===== src/rtl/assert_macros.svh =====
// Assertion macros shared by the RTL modules.
// Depends on nothing; included by files that carry concurrent assertions.
`ifndef ASSERT_MACROS_SVH
`define ASSERT_MACROS_SVH

// Check a property on every rising edge, off while reset is high.
`define SKS_ASSERT(lbl, clk, rst, prop, msg) \
  lbl: assert property (@(posedge clk) disable iff (rst) prop) else $error(msg);

// Check a property on every rising edge, reset included.
`define SKS_ASSERT_ALWAYS(lbl, clk, prop, msg) \
  lbl: assert property (@(posedge clk) prop) else $error(msg);

`endif


===== src/rtl/sks_pkg.sv =====
// Package for the Salsa20 keystream block: types, round tables and core functions.
// Depends on nothing; imported by every module of the block.
`default_nettype none

package sks_pkg;

  localparam int ROUNDS        = 20;
  localparam int DOUBLE_ROUNDS = (ROUNDS + 1) / 2;
  localparam int STEPS_PER_DR  = 8;
  localparam int STEPS         = STEPS_PER_DR * DOUBLE_ROUNDS;
  localparam int WORDS_OUT     = 8;

  typedef logic [31:0]       word_t;
  typedef logic [15:0][31:0] state_t;
  typedef logic [3:0][63:0]  key_t;
  typedef logic [3:0]        widx_t;

  typedef enum logic [1:0] {
    LINE_B,
    LINE_C,
    LINE_D,
    LINE_A
  } line_t;

  typedef struct packed {
    logic  row;
    line_t line;
  } step_t;

  typedef enum logic [1:0] {
    REG_KEY_0,
    REG_KEY_1,
    REG_KEY_2,
    REG_KEY_3
  } reg_idx_t;

  typedef struct packed {
    logic [63:0] position_low;
    logic [63:0] position_high;
    logic [63:0] nonce_low;
    logic [63:0] nonce_high;
  } in_t;

  typedef struct packed {
    logic [63:0] keystream_word;
    logic [2:0]  word_index;
    logic        last_word;
  } out_t;

  typedef struct packed {
    state_t st;
    in_t    job;
  } cell_t;

  // Quarter-round word positions; first index selects column or row round.
  localparam widx_t QA [2][4] = '{'{4'd0, 4'd5, 4'd10, 4'd15}, '{4'd0, 4'd5, 4'd10, 4'd15}};
  localparam widx_t QB [2][4] = '{'{4'd4, 4'd9, 4'd14, 4'd3}, '{4'd1, 4'd6, 4'd11, 4'd12}};
  localparam widx_t QC [2][4] = '{'{4'd8, 4'd13, 4'd2, 4'd7}, '{4'd2, 4'd7, 4'd8, 4'd13}};
  localparam widx_t QD [2][4] = '{'{4'd12, 4'd1, 4'd6, 4'd11}, '{4'd3, 4'd4, 4'd9, 4'd14}};

  function automatic word_t rol32(word_t v, logic [4:0] n);
    logic [63:0] w;
    w = {v, v} << n;
    return w[63:32];
  endfunction

  function automatic state_t init_state(in_t j, key_t k);
    state_t s;
    s[0]  = j.nonce_low[31:0];
    s[1]  = k[0][31:0];
    s[2]  = k[0][63:32];
    s[3]  = k[1][31:0];
    s[4]  = k[1][63:32];
    s[5]  = j.nonce_low[63:32];
    s[6]  = j.position_low[31:0];
    s[7]  = j.position_low[63:32];
    s[8]  = j.position_high[31:0];
    s[9]  = j.position_high[63:32];
    s[10] = j.nonce_high[31:0];
    s[11] = k[2][31:0];
    s[12] = k[2][63:32];
    s[13] = k[3][31:0];
    s[14] = k[3][63:32];
    s[15] = j.nonce_high[63:32];
    return s;
  endfunction

  // One add-rotate-xor line of all four quarter rounds of a round.
  function automatic state_t step_apply(state_t s, step_t stp);
    state_t     r;
    widx_t      dst;
    widx_t      x;
    widx_t      y;
    logic [4:0] rot;
    r = s;
    for (int q = 0; q < 4; q++) begin
      unique case (stp.line)
        LINE_B: begin
          dst = QB[stp.row][q];
          x   = QA[stp.row][q];
          y   = QD[stp.row][q];
          rot = 5'd7;
        end
        LINE_C: begin
          dst = QC[stp.row][q];
          x   = QB[stp.row][q];
          y   = QA[stp.row][q];
          rot = 5'd9;
        end
        LINE_D: begin
          dst = QD[stp.row][q];
          x   = QC[stp.row][q];
          y   = QB[stp.row][q];
          rot = 5'd13;
        end
        LINE_A: begin
          dst = QA[stp.row][q];
          x   = QD[stp.row][q];
          y   = QC[stp.row][q];
          rot = 5'd18;
        end
      endcase
      r[dst] = s[dst] ^ rol32(s[x] + s[y], rot);
    end
    return r;
  endfunction

endpackage

`default_nettype wire


===== src/rtl/sks_unload.sv =====
// Feed-forward add and result serializer: one 64-bit keystream word per cycle.
// Depends on sks_pkg and assert_macros.svh.
`default_nettype none
`include "assert_macros.svh"

module sks_unload import sks_pkg::*; (
  input  logic  clk,
  input  logic  rst,
  input  logic  load,
  input  cell_t data,
  input  key_t  key,
  output logic  result_valid,
  output out_t  result
);

  localparam logic [2:0] LAST_IDX = 3'(WORDS_OUT - 1);

  state_t     init;
  state_t     sum;
  state_t     sbuf;
  logic       active;
  logic [2:0] idx;

  always_comb begin
    init = init_state(data.job, key);
    for (int k = 0; k < 16; k++) begin
      sum[k] = data.st[k] + init[k];
    end
  end

  always_ff @(posedge clk) begin
    if (rst) begin
      active <= 1'b0;
      idx    <= 3'd0;
    end else if (load) begin
      active <= 1'b1;
      idx    <= 3'd0;
    end else if (active) begin
      idx <= idx + 3'd1;
      if (idx == LAST_IDX) begin
        active <= 1'b0;
      end
    end
  end

  always_ff @(posedge clk) begin
    if (load) begin
      sbuf <= sum;
    end else if (active) begin
      sbuf <= sbuf >> 64;
    end
  end

  assign result_valid          = active;
  assign result.keystream_word = {sbuf[1], sbuf[0]};
  assign result.word_index     = idx;
  assign result.last_word      = (idx == LAST_IDX);

  `SKS_ASSERT(a_load_free, clk, rst, load |-> (!active || idx == LAST_IDX), "block arrived mid-transfer")
  `SKS_ASSERT(a_stop_last, clk, rst, (active && idx == LAST_IDX && !load) |=> !active, "extra word")

endmodule

`default_nettype wire

===== config.mk =====
export PLATFORM = sky130hd
export DESIGN_NAME = sks_unload
export DESIGN_NICKNAME = d
export VERILOG_FILES = /design/src/rtl/sks_pkg.sv /design/src/rtl/sks_unload.sv
export VERILOG_INCLUDE_DIRS = /design/src /design/src/rtl
export SDC_FILE = /design/constraint.sdc
export NUM_CORES = 2
export LEC_CHECK = 0
export BUFFER_PORTS_ARGS = -buffer_cell sky130_fd_sc_hd__clkbuf_2
export CAP_MARGIN = 20
export CORE_AREA = 4 4 430 432
export CTS_CLUSTER_DIAMETER = 50
export DETAILED_ROUTE_END_ITERATION = 8
export DIE_AREA = 0 0 434 436
export PLACE_DENSITY_LB_ADDON = 0.2
export SLEW_MARGIN = 20
export SYNTH_ARGS = -nofsm -noshare
export SYNTH_HDL_FRONTEND = slang
export SYNTH_SLANG_ARGS = --single-unit

===== constraint.sdc =====
create_clock -name clk -period 14.7 [get_ports clk]
set_input_delay 4.41 -clock clk [delete_from_list [all_inputs] [get_ports clk]]
set_output_delay 4.41 -clock clk [all_outputs]
set_load 0.005 [all_outputs]

* Yosys cells after proc, flatten, opt, wreduce, memory -nomap -nowiden
Index checks and enable logic that the tools add are counted.
** Storage, ports and cells
- Register bits after elaboration :: 516
- Bits of input ports :: 1027
- Output and inout port bits :: 69
- Word-level logic and storage cells :: 43
** Operators by class
- $add $sub $neg :: 17
- Equality and inequality tests :: 1
- Mux-type cells :: 5
- Reductions and logical operators :: 2
** Operator list (count)
- 512-bit two-way mux :: 2
- 32-bit adder :: 16
- 3-bit by 1-bit adder with 3-bit output, second input constant :: 1
- 3-bit == test, second input constant :: 1
- 1-bit two-way mux :: 3
- 2-bit nonzero test :: 1
- 2-bit OR reduction :: 1

* Longest topological paths before layout
- Depth in word-level cells :: 4
- Depth in mapped cells :: 11
- Depth with buffers taken out :: 11

* Worst setup path before layout
OpenSTA, ideal clock, no wires.
- Path kind :: input-to-reg
- Start :: input load
- End :: register sbuf, in the netlist result[10], enable pin
- Library setup time :: 667 ps
- Data arrival time :: 11238 ps
- Required time :: 14033 ps
- Slack :: 2795 ps
- Stages :: 4
- Path buffers :: 3
- Cell sequence :: clkbuf_1 > clkbuf_1 > clkbuf_1 > or2_2
** Between the ends
- Word-level cells in the longest chain between the ends :: 1
** Ends and longest elaborated chain
- from (decl) :: line sks_unload.sv:9 : input logic load,
- 2-bit nonzero test (no line)
- to (signal assigned) :: line sks_unload.sv:48 : sbuf <= sum;
- to (signal assigned) :: line sks_unload.sv:50 : sbuf <= sbuf >> 64;
- to (decl) :: line sks_unload.sv:20 : state_t sbuf;
No other way between the ends.
A chain may end at the register's enable or synchronous reset.

* Final worst setup path
- Start :: input data[192] in the netlist's numbering
- End :: register sbuf[222] in the netlist's numbering (data pin)
** Between the ends
- Word-level cells in the longest chain between the ends :: 2
** Ends and longest elaborated chain
- from (decl) :: line sks_unload.sv:10 : input cell_t data,
- 32-bit adder :: line sks_unload.sv:27 : sum[k] = data.st[k] + init[k];
- 512-bit two-way mux :: line sks_unload.sv:47 : if (load) begin
No other way between the ends.

==> results.txt <==
outcome: complete, no violations
min-delay worst type: register to register
initial core utilization: 0.259
Ys Warns: 0
die height: 436 um
Total Nets Final: 7382
Layout Skew: 26.4 ps
final hold violations: 0
number of max-cap violations: 0
asr flop ratio synth: 0
Yosys cell types: 92
CP Depth: 12
Setup Total Neg Slack: 0 ps
endpoints failing setup: 0
Mapped Cells: 4849
worst skew pair latency: 700 ps
Combinational Power Share: 0.300
die area: 189000 um^2
period utilisation layout: 0.489
slowest CP cell: o21ai_1
Post-route DRC: 0
CP delay by family, top: compound AO/OA/AOI/OAI gates
first-pass GRT wire length: 286000 um
FP Rows: 156
routed vias/inst: 5.00
final WL: 202000 um
clock sinks: 516
sequential area share after synthesis: 0.330
Post CTS Setup Buffer Count: 0
fin. max-slew vios: 0
Net Sw Frac: 0.334
largest net degree at the start of global routing: 163
Slew @ Worst Pin: 1020 ps
number of synthesized flops with an enable pin: 512
total chip power: 6380 uW
layout cell share with drive strength beyond 1: 0.281
Final min period: 7190 ps
pwr dens: 110 nW/um^2
Clock Root Buffer: clkbuf_16
Worst R2R Path Depth: 3
Yosys reg bits: 516
Worst-path clk slew: 50 ps
post_cts resized: 0
initial antenna violation count: 37
Post-Syn Area: 46800 um^2
CTS Hold Bufs: 0
switching power: 2130 uW
CTS buffer count: 103
Final HPWL DP: 171000 um
leakage power: 0.0256 uW
Crit path buffers/inverters: 1
drt pass-1 iters: 5
worst-path cell chain: clkbuf_2 > ha_1 > fa_1 > a21oi_1 > o21ai_1 > a211oi_1 > o31ai_2 > a21o_1 > a31oi_1 > o41ai_1 > xnor2_1 > mux2_2
Overall Global Routing Usage: 0.204
RSZ-0062 raised after global routing: no
fmax: 139 MHz
sequential share of power: 0.334
die width: 434 um
cell-internal power: 4250 uW
CP peak stage delay: 660 ps
CORE AREA: 181000 um^2
routability cong.: 0.915
post-route ant nets: 0
synthesized net count: 6390
area grow syn2layout: 23.6%
Setup CP Type: input port to register
CP Max Fanout: 4
Slew HR: 0.319
Routed wire per std cell: 24.3 um
vias in the first global route: 42.3k
number of DRC markers in iteration 0: 2358
Primary FF master, synth: edfxtp_1
kind of start point of the critical path: input port
clock buffer depth: 3
CP Data Required Time: 15130 ps
VDD IR max: 0.0000790 V
clock network power share: 0.366
grt ovf: 0
H-tree levels: 3
CTS tree: built
Syn Area/Cell: 9.66 um^2
CP arrival: 7620 ps
Port Buffers: 1095
via total after detailed routing: 41.6k
hold-critical path depth: 2
I/O pins: 1096
CP Capture Type: register
-- metal layers --
layer | part of all wire | vias up | GRT usage
li1 | - | 20352 | -
met5 | 0.00065 | - | 0
met3 | 0.042 | 239 | 0.0297
met4 | 0.031 | 20 | 0.0606
met1 | 0.40 | 19785 | 0.238
met2 | 0.52 | 1181 | 0.381
-- power by group through the flow --
stage | sequential [uW] | combinational (uW) | clock (uW)
finish | 2130 | 1910 | 2330
global route | 2150 | 2110 | 2480
CTS | 2150 | 1940 | 2410
detailed placement | 2170 | 1920 | 0
global placement | 2180 | 1920 | 0
floorplan | 2040 | 1280 | 0
-- path summary, 6_finish.rpt --
| check | start | to | slack (ps) |
|---|---|---|---|
| setup / recovery | data[192] | sbuf[222] | 7510 |
| hold reg to reg | sbuf[122] | result[62] | 520 |
| hold / removal | sbuf[122] | result[62] | 520 |
| setup reg to reg | result_valid | sbuf[267] | 11310 |
-- cell usage in the layout (no fill, tap or decap), drive strengths merged, types with 14 or more instances in the layout --
| master | netlist | layout |
|---|---|---|
| a21boi | 14 | 14 |
| nand4 | 43 | 43 |
| a31oi | 58 | 58 |
| clkinv | 0 | 38 |
| a211o | 17 | 17 |
| or3 | 37 | 37 |
| a21oi | 498 | 498 |
| nor3 | 71 | 71 |
| nand2 | 295 | 295 |
| a221o | 15 | 15 |
| and2 | 35 | 35 |
| inv | 125 | 147 |
| o21bai | 75 | 75 |
| xor2 | 134 | 134 |
| and3 | 39 | 39 |
| fa | 16 | 16 |
| diode | 0 | 19 |
| nor2 | 339 | 339 |
| o21ai | 258 | 258 |
| mux2 | 327 | 327 |
| edfxtp | 512 | 512 |
| clkbuf | 143 | 1207 |
| ha | 498 | 498 |
| nand2b | 39 | 39 |
| nor2b | 29 | 29 |
| xnor2 | 295 | 295 |
| a211oi | 53 | 53 |
| o31ai | 42 | 42 |
| buf | 83 | 19 |
| o211ai | 40 | 40 |
| a21o | 320 | 320 |
| nand3 | 94 | 94 |
| o21a | 56 | 56 |
-- per-stage QoR --
step | util | worst slack, ps | area, um^2 | hold slack (ps) | std cells
2_1_floorplan | - | 2790 | 46800 | 493 | 4849
3_3_place_gp | 0.301 | 6820 | 54300 | 513 | 8105
3_5_place_dp | 0.301 | 6830 | 54300 | 517 | 8105
4_1_cts | 0.320 | 7590 | 57800 | 529 | 8297
5_1_grt | 0.320 | 7460 | 57800 | 556 | 8310
6_report | 0.320 | 7510 | 57900 | 525 | 8317
-- logic make-up after synthesis --
kind of cell | share of synthesized area
AO/OA/AOI/OAI | 0.226
XOR/XNOR | 0.0802
adder cells (fa/ha/maj) | 0.140
buffers and inverters | 0.0333
flip-flops | 0.330
multiplexers | 0.0810
AND/OR/NAND/NOR | 0.110
-- worst register-to-register path: cells and delay by family (launching register included) --
family	cells	cell delay [ps]
buffers and inverters	2	1540
AND/OR/NAND/NOR	1	790
flip-flops	1	580
-- layout make-up --
| type | count | area [um^2] |
|---|---|---|
| Inverter | 125 | 477 |
| Multi-Input combinational cell | 3982 | 29800 |
| Fill cell | 18794 | 123000 |
| Tap cell | 2370 | 2970 |
| Timing Repair Buffer | 1113 | 5650 |
| Clock buffer | 113 | 2660 |
| Clock inverter | 79 | 793 |
| Antenna cell | 19 | 47.5 |
| Sequential cell | 516 | 15500 |
-- registers in the layout, indices dropped and copies added, names as in the netlist --
signal / flops
result_valid: 1
idx: 3
sbuf: 448
result: 64
-- synthesized netlist by cell type (8+ instances only) --
| cell | number | share of area |
|---|---|---|
| inv_1 | 125 | 0.010 |
| a211oi_1 | 50 | 0.0080 |
| or3_1 | 37 | 0.0049 |
| o2111ai_1 | 9 | 0.0017 |
| nand2_1 | 295 | 0.024 |
| o22ai_1 | 11 | 0.0015 |
| a41oi_1 | 8 | 0.0015 |
| a31oi_1 | 58 | 0.0077 |
| a21oi_1 | 495 | 0.053 |
| a21boi_0 | 13 | 0.0021 |
| nand3_1 | 94 | 0.010 |
| buf_1 | 18 | 0.0014 |
| and3_1 | 39 | 0.0052 |
| o211ai_1 | 40 | 0.0064 |
| a21o_1 | 320 | 0.051 |
| nor2_1 | 339 | 0.027 |
| clkbuf_1 | 143 | 0.011 |
| o21bai_1 | 75 | 0.012 |
| fa_1 | 16 | 0.0068 |
| ha_1 | 498 | 0.13 |
| o21ai_0 | 241 | 0.026 |
| xor2_1 | 134 | 0.025 |
| o221ai_1 | 8 | 0.0015 |
| a221o_1 | 15 | 0.0032 |
| a221oi_1 | 13 | 0.0024 |
| o31ai_1 | 40 | 0.0064 |
| nand4_1 | 43 | 0.0057 |
| edfxtp_1 | 512 | 0.33 |
| nor2b_1 | 29 | 0.0039 |
| o311ai_0 | 8 | 0.0015 |
| o21ai_1 | 16 | 0.0017 |
| and2_1 | 34 | 0.0045 |
| mux2_2 | 327 | 0.079 |
| a31o_2 | 9 | 0.0017 |
| nor4_1 | 13 | 0.0017 |
| mux2i_1 | 11 | 0.0024 |
| buf_4 | 64 | 0.010 |
| xnor2_1 | 295 | 0.055 |
| nand3b_1 | 10 | 0.0016 |
| nor3_1 | 71 | 0.0076 |
| o2111a_1 | 9 | 0.0022 |
| a211o_1 | 17 | 0.0032 |
| o21a_1 | 56 | 0.0090 |
| nand2b_1 | 39 | 0.0052 |
(Power assumes the default switching activity.)
